**config.mk**
```make
export PLATFORM = sky130hd
export DESIGN_NAME = stereo_bass_enhancer
export DESIGN_NICKNAME = d
export VERILOG_FILES = /design/src/hdl/stbe_pkg.sv /design/src/hdl/stereo_bass_enhancer.sv
export VERILOG_INCLUDE_DIRS = /design/src /design/src/hdl
export SDC_FILE = /design/constraint.sdc
export NUM_CORES = 2
export LEC_CHECK = 0
export ABC_AREA = 1
export BUFFER_PORTS_ARGS = -buffer_cell sky130_fd_sc_hd__buf_2
export CORE_UTILIZATION = 51
export DETAILED_ROUTE_END_ITERATION = 7
export PLACE_DENSITY = 0.69
export SLEW_MARGIN = 15
export SYNTH_ARGS = -nofsm -noshare
export SYNTH_HDL_FRONTEND = slang
export SYNTH_SLANG_ARGS = --single-unit
export TNS_END_PERCENT = 20
```
**constraint.sdc**
```tcl
create_clock -name i_clk -period 7.7 [get_ports i_clk]
set_input_delay 1.155 -clock i_clk [delete_from_list [all_inputs] [get_ports i_clk]]
set_output_delay 1.155 -clock i_clk [all_outputs]
set_load 0.01 [all_outputs]
```
**src/hdl/stereo_bass_enhancer_macros.svh**
```systemverilog
// Concurrent check macros, empty for synthesis.
`ifndef STEREO_BASS_ENHANCER_MACROS_SVH
`define STEREO_BASS_ENHANCER_MACROS_SVH

`ifndef SYNTHESIS
`define STBE_ASSERT_IMP(label, ante, cons) \
    label: assert property (@(posedge i_clk) disable iff (!i_rst_n) (ante) |-> (cons)) \
        else $error("stbe check failed");
`define STBE_ASSERT_NEXT(label, ante, cons) \
    label: assert property (@(posedge i_clk) disable iff (!i_rst_n) (ante) |=> (cons)) \
        else $error("stbe check failed");
`else
`define STBE_ASSERT_IMP(label, ante, cons)
`define STBE_ASSERT_NEXT(label, ante, cons)
`endif

`endif

```
**src/hdl/stbe_pkg.sv**
```systemverilog
`default_nettype none

package stbe_pkg;

    localparam int CFG_IDX_W   = 3;
    localparam int CFG_DATA_W  = 32;
    localparam int COEF_W      = 32;
    localparam int AMOUNT_W    = 17;
    localparam int GUARD_BITS  = 8;
    localparam int STATE_BITS  = 40;
    localparam int AMOUNT_FRAC = 16;
    localparam int BOOST_SHIFT = 2 + AMOUNT_FRAC + GUARD_BITS;

    localparam logic [AMOUNT_W-1:0] AMOUNT_ONE   = AMOUNT_W'(65536);
    localparam logic [AMOUNT_W-1:0] AMOUNT_RESET = AMOUNT_W'(32768);

    localparam logic [CFG_IDX_W-1:0] CFG_LOWPASS_B0   = 3'd0;
    localparam logic [CFG_IDX_W-1:0] CFG_LOWPASS_B1   = 3'd1;
    localparam logic [CFG_IDX_W-1:0] CFG_LOWPASS_B2   = 3'd2;
    localparam logic [CFG_IDX_W-1:0] CFG_LOWPASS_A1   = 3'd3;
    localparam logic [CFG_IDX_W-1:0] CFG_LOWPASS_A2   = 3'd4;
    localparam logic [CFG_IDX_W-1:0] CFG_BOOST_AMOUNT = 3'd5;

    typedef enum logic [3:0] {
        ST_IDLE,
        ST_MUL_B0,
        ST_Y,
        ST_MUL_B1,
        ST_S1,
        ST_MUL_B2,
        ST_S2,
        ST_MUL_BOOST,
        ST_BOOST,
        ST_DONE
    } t_state;

endpackage

`default_nettype wire

```
**src/hdl/stereo_bass_enhancer.sv**
```systemverilog
// Per item: ST_MUL_B0, ST_Y, ST_MUL_B1, ST_S1, ST_MUL_B2 and ST_S2 for each of the
// LOWPASS_STAGES+1 biquads, then ST_MUL_BOOST, ST_BOOST and ST_DONE; a multiply spans
// SIG = SAMPLE_BITS+10 bits. A zero boost amount goes straight to ST_DONE. One item at a
// time: a shared bit-serial multiply-accumulate unit takes one multiplier bit per cycle
// for every biquad product and the boost; the output register frees the input.
// Reset (synchronous, active low) clears coefficients, filter state and handshakes.
`default_nettype none
`include "stereo_bass_enhancer_macros.svh"

module stereo_bass_enhancer #(
    parameter int SAMPLE_BITS    = 16,
    parameter int COEF_FRAC_BITS = 30,
    parameter int LOWPASS_STAGES = 2
) (
    input  wire logic                                i_clk,
    input  wire logic                                i_rst_n,
    input  wire logic                                i_cfg_we,
    input  wire logic [stbe_pkg::CFG_IDX_W-1:0]      i_cfg_index,
    input  wire logic [stbe_pkg::CFG_DATA_W-1:0]     i_cfg_data,
    input  wire logic                                i_in_valid,
    output      logic                                o_in_ready,
    input  wire logic signed [SAMPLE_BITS-1:0]       i_left_in,
    input  wire logic signed [SAMPLE_BITS-1:0]       i_right_in,
    output      logic                                o_out_valid,
    input  wire logic                                i_out_ready,
    output      logic signed [SAMPLE_BITS-1:0]       o_left_out,
    output      logic signed [SAMPLE_BITS-1:0]       o_right_out
);
    import stbe_pkg::*;

    localparam int SIG_BITS = SAMPLE_BITS + GUARD_BITS + 2;
    localparam int CW       = (SIG_BITS + 4 > COEF_W) ? SIG_BITS + 4 : COEF_W;
    localparam int ACC_W    = SIG_BITS + CW + 2;
    localparam int RND_W    = ACC_W - COEF_FRAC_BITS;
    localparam int SUM_W    = ((RND_W > STATE_BITS) ? RND_W : STATE_BITS) + 1;
    localparam int BOOST_W  = ACC_W - BOOST_SHIFT;
    localparam int OUT_W    = BOOST_W + 1;
    localparam int CNT_W    = $clog2(SIG_BITS);
    localparam int DEPTH    = LOWPASS_STAGES + 1;
    localparam int STG_W    = $clog2(DEPTH);

    localparam longint COEF_ONE = 64'sd1 <<< COEF_FRAC_BITS;
    localparam longint DC_B0_L  = (999 * COEF_ONE + 500) / 1000;
    localparam longint DC_B1_L  = -((1998 * COEF_ONE + 500) / 1000);
    localparam longint DC_A2_L  = (998 * COEF_ONE + 500) / 1000;

    localparam logic signed [CW-1:0] DC_B0 = CW'(DC_B0_L);
    localparam logic signed [CW-1:0] DC_B1 = CW'(DC_B1_L);
    localparam logic signed [CW-1:0] DC_A2 = CW'(DC_A2_L);

    localparam logic signed [ACC_W-1:0] HALF_F = ACC_W'(64'sd1 <<< (COEF_FRAC_BITS - 1));
    localparam logic signed [ACC_W-1:0] HALF_B = ACC_W'(64'sd1 <<< (BOOST_SHIFT - 1));

    localparam logic signed [SUM_W-1:0] SIG_MAX = SUM_W'((64'sd1 <<< (SIG_BITS - 1)) - 64'sd1);
    localparam logic signed [SUM_W-1:0] SIG_MIN = SUM_W'(-(64'sd1 <<< (SIG_BITS - 1)));
    localparam logic signed [SUM_W-1:0] STA_MAX = SUM_W'((64'sd1 <<< (STATE_BITS - 1)) - 64'sd1);
    localparam logic signed [SUM_W-1:0] STA_MIN = SUM_W'(-(64'sd1 <<< (STATE_BITS - 1)));
    localparam logic signed [OUT_W-1:0] SMP_MAX =
        OUT_W'((64'sd1 <<< (SAMPLE_BITS - 1)) - 64'sd1);
    localparam logic signed [OUT_W-1:0] SMP_MIN = OUT_W'(-(64'sd1 <<< (SAMPLE_BITS - 1)));

    localparam logic [CNT_W-1:0] CNT_LAST   = CNT_W'(SIG_BITS - 1);
    localparam logic [STG_W-1:0] STAGE_LAST = STG_W'(LOWPASS_STAGES);

    t_state r_state, n_state;

    logic signed [COEF_W-1:0]     r_b0, r_b1, r_b2, r_a1, r_a2;
    logic [AMOUNT_W-1:0]          r_amount;
    logic signed [STATE_BITS-1:0] r_s1 [DEPTH];
    logic signed [STATE_BITS-1:0] r_s2 [DEPTH];
    logic signed [STATE_BITS-1:0] n_s1 [DEPTH];
    logic signed [STATE_BITS-1:0] n_s2 [DEPTH];
    logic [STG_W-1:0]             r_stage, n_stage;
    logic [CNT_W-1:0]             r_cnt, n_cnt;
    logic                         r_out_valid, n_out_valid;

    logic signed [ACC_W-1:0]       r_acc, n_acc;
    logic [SIG_BITS-1:0]           r_mx, n_mx, r_my, n_my;
    logic signed [SIG_BITS-1:0]    r_x, n_x, r_y, n_y;
    logic signed [CW-1:0]          r_t3, n_t3;
    logic signed [BOOST_W-1:0]     r_boost, n_boost;
    logic signed [SAMPLE_BITS-1:0] r_l, n_l, r_r, n_r;
    logic signed [SAMPLE_BITS-1:0] r_left_out, n_left_out, r_right_out, n_right_out;

    logic [AMOUNT_W-1:0]          amt_c;
    logic signed [SIG_BITS-1:0]   mono;
    logic                         lp;
    logic signed [CW-1:0]         c_b0, c_b1, c_b2, c_a1, c_a2, cx, cy;
    logic signed [ACC_W-1:0]      term, mac_next, acc_f, acc_b;
    logic signed [RND_W-1:0]      rnd_f;
    logic signed [SUM_W-1:0]      y_sum, s1_sum, s2_sum;
    logic signed [SIG_BITS-1:0]   y_sat;
    logic signed [STATE_BITS-1:0] s1_sat, s2_sat;
    logic signed [CW-1:0]         b_ext, b_mag, t3;
    logic signed [OUT_W-1:0]      sum_l, sum_r;
    logic signed [SAMPLE_BITS-1:0] sat_l, sat_r;
    logic                         mac_active;

    assign amt_c = (r_amount > AMOUNT_ONE) ? AMOUNT_ONE : r_amount;
    assign mono  = (SIG_BITS'(i_left_in) + SIG_BITS'(i_right_in)) <<< (GUARD_BITS - 1);

    assign lp   = (r_stage != STAGE_LAST);
    assign c_b0 = lp ? CW'(r_b0) : DC_B0;
    assign c_b1 = lp ? CW'(r_b1) : DC_B1;
    assign c_b2 = lp ? CW'(r_b2) : DC_B0;
    assign c_a1 = lp ? CW'(r_a1) : DC_B1;
    assign c_a2 = lp ? CW'(r_a2) : DC_A2;

    always_comb begin
        cx = '0;
        cy = '0;
        unique case (r_state)
            ST_MUL_B0: begin
                cx = c_b0;
            end
            ST_MUL_B1: begin
                cx = c_b1;
                cy = c_a1;
            end
            ST_MUL_B2: begin
                cx = c_b2;
                cy = c_a2;
            end
            ST_MUL_BOOST: begin
                cx = r_t3;
            end
            default: begin
                cx = '0;
            end
        endcase
    end

    assign mac_active = (r_state == ST_MUL_B0) || (r_state == ST_MUL_B1) ||
                        (r_state == ST_MUL_B2) || (r_state == ST_MUL_BOOST);

    assign term     = (r_mx[SIG_BITS-1] ? ACC_W'(cx) : ACC_W'(0))
                    - (r_my[SIG_BITS-1] ? ACC_W'(cy) : ACC_W'(0));
    assign mac_next = (r_cnt == CNT_LAST) ? -term : (r_acc <<< 1) + term;

    assign acc_f = r_acc + HALF_F;
    assign rnd_f = acc_f[ACC_W-1:COEF_FRAC_BITS];
    assign acc_b = r_acc + HALF_B;

    assign y_sum  = SUM_W'(rnd_f) + SUM_W'(r_s1[r_stage]);
    assign s1_sum = SUM_W'(rnd_f) + SUM_W'(r_s2[r_stage]);
    assign s2_sum = SUM_W'(rnd_f);

    assign y_sat  = (y_sum > SIG_MAX) ? SIG_MAX[SIG_BITS-1:0] :
                    (y_sum < SIG_MIN) ? SIG_MIN[SIG_BITS-1:0] : y_sum[SIG_BITS-1:0];
    assign s1_sat = (s1_sum > STA_MAX) ? STA_MAX[STATE_BITS-1:0] :
                    (s1_sum < STA_MIN) ? STA_MIN[STATE_BITS-1:0] : s1_sum[STATE_BITS-1:0];
    assign s2_sat = (s2_sum > STA_MAX) ? STA_MAX[STATE_BITS-1:0] :
                    (s2_sum < STA_MIN) ? STA_MIN[STATE_BITS-1:0] : s2_sum[STATE_BITS-1:0];

    assign b_ext = CW'(r_y);
    assign b_mag = r_y[SIG_BITS-1] ? -b_ext : b_ext;
    assign t3    = (b_ext <<< 3) + b_ext + (b_mag <<< 2) + (b_mag <<< 1);

    assign sum_l = OUT_W'(r_l) + OUT_W'(r_boost);
    assign sum_r = OUT_W'(r_r) + OUT_W'(r_boost);
    assign sat_l = (sum_l > SMP_MAX) ? SMP_MAX[SAMPLE_BITS-1:0] :
                   (sum_l < SMP_MIN) ? SMP_MIN[SAMPLE_BITS-1:0] : sum_l[SAMPLE_BITS-1:0];
    assign sat_r = (sum_r > SMP_MAX) ? SMP_MAX[SAMPLE_BITS-1:0] :
                   (sum_r < SMP_MIN) ? SMP_MIN[SAMPLE_BITS-1:0] : sum_r[SAMPLE_BITS-1:0];

    assign o_in_ready  = (r_state == ST_IDLE);
    assign o_out_valid = r_out_valid;
    assign o_left_out  = r_left_out;
    assign o_right_out = r_right_out;

    always_comb begin
        n_state     = r_state;
        n_stage     = r_stage;
        n_cnt       = r_cnt;
        n_acc       = r_acc;
        n_mx        = r_mx;
        n_my        = r_my;
        n_x         = r_x;
        n_y         = r_y;
        n_t3        = r_t3;
        n_boost     = r_boost;
        n_l         = r_l;
        n_r         = r_r;
        n_left_out  = r_left_out;
        n_right_out = r_right_out;
        n_s1        = r_s1;
        n_s2        = r_s2;
        n_out_valid = r_out_valid && !i_out_ready;

        if (mac_active) begin
            n_acc = mac_next;
            n_mx  = r_mx << 1;
            n_my  = r_my << 1;
            n_cnt = r_cnt - CNT_W'(1);
        end

        unique case (r_state)
            ST_IDLE: begin
                if (i_in_valid) begin
                    n_l     = i_left_in;
                    n_r     = i_right_in;
                    n_x     = mono;
                    n_mx    = mono;
                    n_my    = '0;
                    n_stage = '0;
                    n_cnt   = CNT_LAST;
                    if (amt_c == '0) begin
                        n_boost = '0;
                        n_state = ST_DONE;
                    end else begin
                        n_state = ST_MUL_B0;
                    end
                end
            end
            ST_MUL_B0: begin
                if (r_cnt == '0) n_state = ST_Y;
            end
            ST_Y: begin
                n_y     = y_sat;
                n_mx    = r_x;
                n_my    = y_sat;
                n_cnt   = CNT_LAST;
                n_state = ST_MUL_B1;
            end
            ST_MUL_B1: begin
                if (r_cnt == '0) n_state = ST_S1;
            end
            ST_S1: begin
                n_s1[r_stage] = s1_sat;
                n_mx          = r_x;
                n_my          = r_y;
                n_cnt         = CNT_LAST;
                n_state       = ST_MUL_B2;
            end
            ST_MUL_B2: begin
                if (r_cnt == '0) n_state = ST_S2;
            end
            ST_S2: begin
                n_s2[r_stage] = s2_sat;
                n_cnt         = CNT_LAST;
                n_my          = '0;
                if (r_stage == STAGE_LAST) begin
                    n_t3    = t3;
                    n_mx    = SIG_BITS'(amt_c);
                    n_state = ST_MUL_BOOST;
                end else begin
                    n_stage = r_stage + STG_W'(1);
                    n_x     = r_y;
                    n_mx    = r_y;
                    n_state = ST_MUL_B0;
                end
            end
            ST_MUL_BOOST: begin
                if (r_cnt == '0) n_state = ST_BOOST;
            end
            ST_BOOST: begin
                n_boost = acc_b[ACC_W-1:BOOST_SHIFT];
                n_state = ST_DONE;
            end
            ST_DONE: begin
                if (!r_out_valid || i_out_ready) begin
                    n_out_valid = 1'b1;
                    n_left_out  = sat_l;
                    n_right_out = sat_r;
                    n_state     = ST_IDLE;
                end
            end
            default: begin
                n_state = ST_IDLE;
            end
        endcase
    end

    always_ff @(posedge i_clk) begin
        if (!i_rst_n) begin
            r_state <= ST_IDLE;
        end else begin
            r_state <= n_state;
        end
    end

    always_ff @(posedge i_clk) begin
        if (!i_rst_n) begin
            r_stage     <= '0;
            r_cnt       <= '0;
            r_out_valid <= 1'b0;
            for (int i = 0; i < DEPTH; i++) begin
                r_s1[i] <= '0;
                r_s2[i] <= '0;
            end
        end else begin
            r_stage     <= n_stage;
            r_cnt       <= n_cnt;
            r_out_valid <= n_out_valid;
            r_s1        <= n_s1;
            r_s2        <= n_s2;
        end
    end

    always_ff @(posedge i_clk) begin
        if (!i_rst_n) begin
            r_b0     <= '0;
            r_b1     <= '0;
            r_b2     <= '0;
            r_a1     <= '0;
            r_a2     <= '0;
            r_amount <= AMOUNT_RESET;
        end else if (i_cfg_we) begin
            unique case (i_cfg_index)
                CFG_LOWPASS_B0:   r_b0     <= i_cfg_data;
                CFG_LOWPASS_B1:   r_b1     <= i_cfg_data;
                CFG_LOWPASS_B2:   r_b2     <= i_cfg_data;
                CFG_LOWPASS_A1:   r_a1     <= i_cfg_data;
                CFG_LOWPASS_A2:   r_a2     <= i_cfg_data;
                CFG_BOOST_AMOUNT: r_amount <= i_cfg_data[AMOUNT_W-1:0];
                default: begin
                end
            endcase
        end
    end

    always_ff @(posedge i_clk) begin
        r_acc       <= n_acc;
        r_mx        <= n_mx;
        r_my        <= n_my;
        r_x         <= n_x;
        r_y         <= n_y;
        r_t3        <= n_t3;
        r_boost     <= n_boost;
        r_l         <= n_l;
        r_r         <= n_r;
        r_left_out  <= n_left_out;
        r_right_out <= n_right_out;
    end

    `STBE_ASSERT_NEXT(a_bypass, i_in_valid && o_in_ready && amt_c == '0, r_state == ST_DONE && r_boost == '0)
    `STBE_ASSERT_NEXT(a_y_step, r_state == ST_MUL_B0 && r_cnt == '0, r_state == ST_Y)
    `STBE_ASSERT_IMP(a_stage_range, r_state != ST_IDLE, r_stage <= STAGE_LAST)
    `STBE_ASSERT_NEXT(a_done, r_state == ST_DONE && (!r_out_valid || i_out_ready), o_out_valid && r_state == ST_IDLE)

endmodule

`default_nettype wire

```
# Word-level counts from Yosys, hierarchy flattened
# Index checks and enable logic that the tools add are counted.
# op_classes
mux	60
addsub	16
magnitude_cmp	13
n_eq_ne	25
n_reduce_logical	28
n_bitwise	1
# op_table
operator	count
$mux W40	9
$bwmux W120	2
$mux W26	9
$mux W60	3
$bmux W40 S2	2
$mux W32	5
$pmux W32 S4	1
$pmux W26 S4	1
$add A30 B40 Y41	2
$demux W40 S2	1
$pmux W26 S3	1
$add A16 B34 Y35	2
$gt A35 B16 Y1 const B	2
$lt A35 B16 Y1 const B	2
$mux W34	2
$pmux W34 S2	1
$pmux W32 S2	1
$add A60 B27 Y60 const B	1
$add A60 B31 Y60 const B	1
$add A60 B60 Y60	1
$neg A60 Y60	1
$sub A60 B60 Y60	1
$pmux W26 S2	1
$gt A41 B26 Y1 const B	1
other kinds (51)	90
# word_totals
output_inout_bits	34
wordCells	170
register_bits	723
input_bits	72

# Depth between registers and ports, before layout
# depth
word_depth	9
ltp_mapped	40
ltp_nobuf	37

# Worst setup path after synthesis
# No wires, ideal clock.
# synth_timing
kind	register to register
start	register r_stage[0]
end	register r_acc[55], data pin
path_slack_ns	1.607
t_arrival_ns	5.840
synth_period_minus_slack_ns	6.093
path_stages_with_launch	37
n_path_buf	6
t_required_ns	7.447
setup_time_ns	0.253
cell_sequence	dfxtp_1 buf_2 inv_1 clkbuf_1 clkbuf_1 ha_1 clkbuf_1 clkinv_1 clkbuf_1 nand3_1 a21oi_1 ha_1 fa_1 inv_1 nand3_1 nand2_1 a21oi_2 o21ai_1 a21boi_2 o21ai_1 nand2_1 nand3b_1 clkbuf_1 nand2_1 ha_1 a21oi_1 inv_1 a31oi_1 inv_1 a21oi_1 o21ai_0 a221oi_1 o21ai_0 a21o_1 or2_2 nand3_1 nand2_1
# synth_via
elab_chain_len	7
word_cells_on_any_way	14
classes_between	3 x add/sub; 1 x eq/ne; 10 x mux
# synth_lines
element	line	source
start: declaration	stereo_bass_enhancer.sv:73	logic [STG_W-1:0] r_stage, n_stage;
start signal: assignment	stereo_bass_enhancer.sv:292	r_stage <= n_stage;
$ne A2 B2 Y1 *	stereo_bass_enhancer.sv:102	assign lp = (r_stage != STAGE_LAST);
$mux W32 (on tied branches)	--	
$pmux W32 S4 / $pmux W32 S2 (equally long branches)	stereo_bass_enhancer.sv:112	unique case (r_state)
$mux W60 (on tied branches)	stereo_bass_enhancer.sv:136, stereo_bass_enhancer.sv:137	
$sub A60 B60 Y60 *	stereo_bass_enhancer.sv:137	- (r_my[SIG_BITS-1] ? ACC_W'(cy) : ACC_W'(0));
$add A60 B60 Y60 / $neg A60 Y60 (equally long branches)	stereo_bass_enhancer.sv:138	assign mac_next = (r_cnt == CNT_LAST) ? -term : (r_acc <<< 1) + term;
$mux W60 *	stereo_bass_enhancer.sv:138	
via mac_next[55]	stereo_bass_enhancer.sv:89	logic signed [ACC_W-1:0] term, mac_next, acc_f, acc_b;
end signal: assignment	stereo_bass_enhancer.sv:323	r_acc <= n_acc;
end: declaration	stereo_bass_enhancer.sv:77	logic signed [ACC_W-1:0] r_acc, n_acc;
# The timed path passes the listed nets; every way through them passes the cells marked *.
# A chain may end at the register's enable or synchronous reset.

# Worst setup path after layout
# layout_timing
start	register r_state[0]
end	register r_acc[53], data pin
# layout_via
elab_chain_len	6
word_cells_on_any_way	12
classes_between	3 x add/sub; 4 x eq/ne; 5 x mux
# layout_lines
element	line	source
start: declaration	stereo_bass_enhancer.sv:65	t_state r_state, n_state;
start signal: assignment	stereo_bass_enhancer.sv:278	r_state <= n_state;
$eq A4 B3 Y1 (tied with other cells)	stereo_bass_enhancer.sv:112	
$pmux W32 S4 / $pmux W32 S2 (equally long branches)	stereo_bass_enhancer.sv:112	
$mux W60 (on tied branches)	stereo_bass_enhancer.sv:136, stereo_bass_enhancer.sv:137	
$sub A60 B60 Y60 *	stereo_bass_enhancer.sv:137	
$add A60 B60 Y60 / $neg A60 Y60 (equally long branches)	stereo_bass_enhancer.sv:138	
$mux W60 *	stereo_bass_enhancer.sv:138	
via mac_next[53]	stereo_bass_enhancer.sv:89	
# Marks and branches as above.

==> summary.txt <==
Status
  – Status: complete, no violations

Floorplanning
  – Die width: 314 um
  – Row count: roughly 110
  – Die ar.: 98500 um2
  – # IOs: 106
  – Starting Density: 0.519
  – Core area: about 96000 um2
  – Die Y-Extent: 314 um

Place
  – Port Buffers: 105
  – Detailed placer's ending HPWL: 125000 um
  – Routability cong.: 1.03

Synthesis
  – Synth area leaders: dfxtp_1, edfxtp_1, nand2_1
  – EDFF count, synth: around 240
  – Synthesized cell area: roughly 50000 um2
  – Sequential-to-total area share from yosys stat: 0.330
  – Synth cell types: between 70 and 80
  – Mapped Avg Cell Area: 7.10 um2
  – FF+latch count, synth: 696
  – Yosys top cell area share: 0.183
  – Asr flop ratio synth: 0
  – Total number of yosys warnings: 0
  – Post-Synthesis Cells: 6980
  – Cell accounting for the most synthesized area: dfxtp_1
  – Main synth FF type: dfxtp_1

STA
  – Worst-margin pin slew: 1.20 ns
  – RSZ-0062 raised after global routing: false
  – Endpoints failing setup: 0
  – Final Hold Vio Count: 0
  – Final period util: 0.885
  – Final min period: 6.81 ns
  – Worst slew margin: 0.200
  – Fin Setup TNS: 0 ns
  – Setup skew after layout: 0.0350 ns
  – Slew Limit Fails: 0
  – F_max: 147 MHz

GRT
  – Antenna violations before repair: 3
  – First-pass GRT wire length: 257000 um
  – Total grt overflow: 0
  – Vias in the first global route: 44000
  – GRT Total Usage: 0.333
  – Largest net degree at the start of global routing: 127

Setup path
  – Largest stage delay on the critical path: 0.49 ns
  – Crit path max-delay cell type: fa_1
  – Family with the most delay on the worst path: compound AO/OA/AOI/OAI gates
  – Crit path capture: r_acc[53]
  – Worst r2r src: r_state[0]
  – Worst Setup End Kind: flip-flop
  – Buffers & Inverters on Critical Path: 6
  – Critical path type: reg -> reg
  – Reg2reg path depth: 34
  – Startpoint Class: flip-flop
  – Crit path from: r_state[0]
  – Arrival @ worst endpoint: 7.19 ns
  – Worst EP required: 8.08 ns
  – Crit. path cell count: 34
  – Worst r2r dst: r_acc[53]
  – CP max FO: 42
  – Reg2reg setup slack: 0.89 ns

Hold path
  – Hold Path Class: reg -> reg

Run
  – MaxCap Viol Count: 0

Clock tree
  – Cts hold-fix bufs: 0
  – TritonCTS Sinks: 696
  – H-tree depth: 3
  – Root Driver: clkbuf_16
  – Setup bufs post-CTS: 0
  – Insertion delay to the later sink of the worst-skew pair: 0.69 ns
  – Clock transition at path regs: about 0.06 ns
  – CTS buffer count: 80
  – Clock Path Buffers: 3
  – Cts repair resizes: 0
  – TritonCTS clock tree: yes

Cells and area
  – Area grow syn2layout: 8.91%
  – Layout fillers: 9246
  – Fin nets: 7399
  – ANT cells: 0
  – Layout cells sized above 1: 0.0696
  – Final Core Density: 0.565

Drt
  – Antenna Nets Post-Route: 0
  – DRT iter0 DRCs: 4979
  – # DRC: 0
  – Total vias in the final route: 48000
  – WL/cell: around 20 um
  – Via density: 5.78
  – Routed Wire Length: 168000 um
  – First-pass DRT Iterations: 6
[layout make-up]
cell class                 count  area (um2)  area share
multi-input combinational   5012       28500       0.527
sequential                   696       16400       0.303
inverter                    1004        3770      0.0698
clock buffer                 117        2330      0.0432
tap                         1265        1580      0.0293
timing repair buffer         177        1080      0.0201
clock inverter                31         400     0.00742
[per-stage QoR]
| stage | hold WS [ns] | worst slack (ns) | std cells | area, um2 |
|---|---|---|---|---|
| after CTS | 0.448 | 1.07 | 8302 | 54000 |
| after detailed placement | 0.439 | 1.16 | 8154 | 51300 |
| after floorplan | 0.420 | 1.61 | 6981 | 49600 |
| final | 0.447 | 0.888 | 8302 | 54000 |
| after global routing | 0.461 | 0.508 | 8302 | 54000 |
| after global placement | 0.430 | 1.26 | 8154 | 51300 |
[cells in the final DEF (no fill, tap or decap), drive strengths merged, types with 21 or more instances in the layout]
cell type / synthesis / layout
o21ai: 747 / 747
nor3: 74 / 74
clkinv: 5 / 25
xnor2: 83 / 83
a41oi: 26 / 26
a21o: 21 / 21
nor2: 805 / 805
buf: 38 / 177
edfxtp: 242 / 242
o21bai: 35 / 35
nor4: 22 / 22
a21boi: 23 / 23
dfxtp: 454 / 454
xor2: 180 / 180
nand4: 48 / 48
a31oi: 85 / 85
clkbuf: 231 / 117
or2: 32 / 32
nand2: 1233 / 1233
inv: 999 / 1003
ha: 297 / 297
fa: 59 / 59
a221oi: 39 / 39
a21oi: 701 / 701
o21a: 69 / 69
nand3: 296 / 296
[state kept, by name, indices dropped and copies added (netlist names), 16 cells and up]
name         count
r_s1           120
r_s2            93
r_acc           60
r_boost         34
r_a1            32
r_a2            32
r_b0            32
r_b1            32
r_b2            32
r_t3            32
r_mx            26
r_my            26
r_x             26
r_y             26
r_amount        17
o_left_out      16
o_right_out     16
r_l             16
r_r             16
[cell usage after synthesis, types with 21 or more instances]
| cell | count |
|---|---|
| a221oi_1 | 39 |
| or2_2 | 30 |
| edfxtp_1 | 242 |
| fa_1 | 59 |
| a21oi_2 | 21 |
| a41oi_1 | 26 |
| nor4_1 | 22 |
| nand3_1 | 289 |
| nor3_1 | 72 |
| xnor2_1 | 83 |
| ha_1 | 297 |
| o21ai_0 | 719 |
| a21o_1 | 21 |
| o21bai_1 | 33 |
| inv_1 | 992 |
| xor2_1 | 179 |
| o21ai_1 | 23 |
| nand2_1 | 1173 |
| nand4_1 | 46 |
| a31oi_1 | 85 |
| o21a_1 | 69 |
| dfxtp_1 | 454 |
| nor2_1 | 795 |
| a21oi_1 | 679 |
| clkbuf_1 | 231 |
| nand2_2 | 56 |
[how the worst min path moves through the flow]
| stage | startpoint | end | slack, ns | cells past startpoint |
|---|---|---|---|---|
| after floorplan | r_a1[2] | r_a1[2] | 0.42 | 2 |
| after global placement | r_a1[2] | r_a1[2] | 0.43 | 2 |
| after detailed placement | r_a1[2] | r_a1[2] | 0.44 | 2 |
| after CTS | r_a1[2] | r_a1[2] | 0.45 | 2 |
| after global routing | r_a1[12] | r_a1[12] | 0.46 | 2 |
| final | r_a1[2] | r_a1[2] | 0.45 | 2 |
[layer usage]
metal	part of all wire	track usage	vias to the layer above
met3	0.074	0.0438	394
met4	0.053	0.168	2
met5	0.000054	0	-
met1	0.43	0.451	22400
met2	0.44	0.519	2036
li1	-	-	23200
[cells by family (layout without fill, tap and decap cells)]
group | after synthesis | after routing | synth area share
muxes | 8 | 8 | 0.00164
buffers and inverters | 1273 | 1329 | 0.0987
and+or+nand+nor | 2544 | 2544 | 0.215
AOI/OAI and AO/OA | 1839 | 1839 | 0.209
xor gates and xnor gates | 263 | 263 | 0.0466
DFF | 696 | 696 | 0.330
adders and majority gates | 356 | 356 | 0.0988
other | 1 | 2 | 0.0000756
[worst reg2reg max path, delay by kind of cell, from the launching register on]
kind | cells | cell delay (ns)
adders and majority gates | 2 | 0.87
xor gates and xnor gates | 1 | 0.36
buffers and inverters | 6 | 0.91
and+or+nand+nor | 13 | 1.58
AOI/OAI and AO/OA | 12 | 2.35
DFF | 1 | 0.42
Power is left out: the tool's default activity adds up to more than one toggle a clock period on the data nets, which glitch-free logic cannot reach.
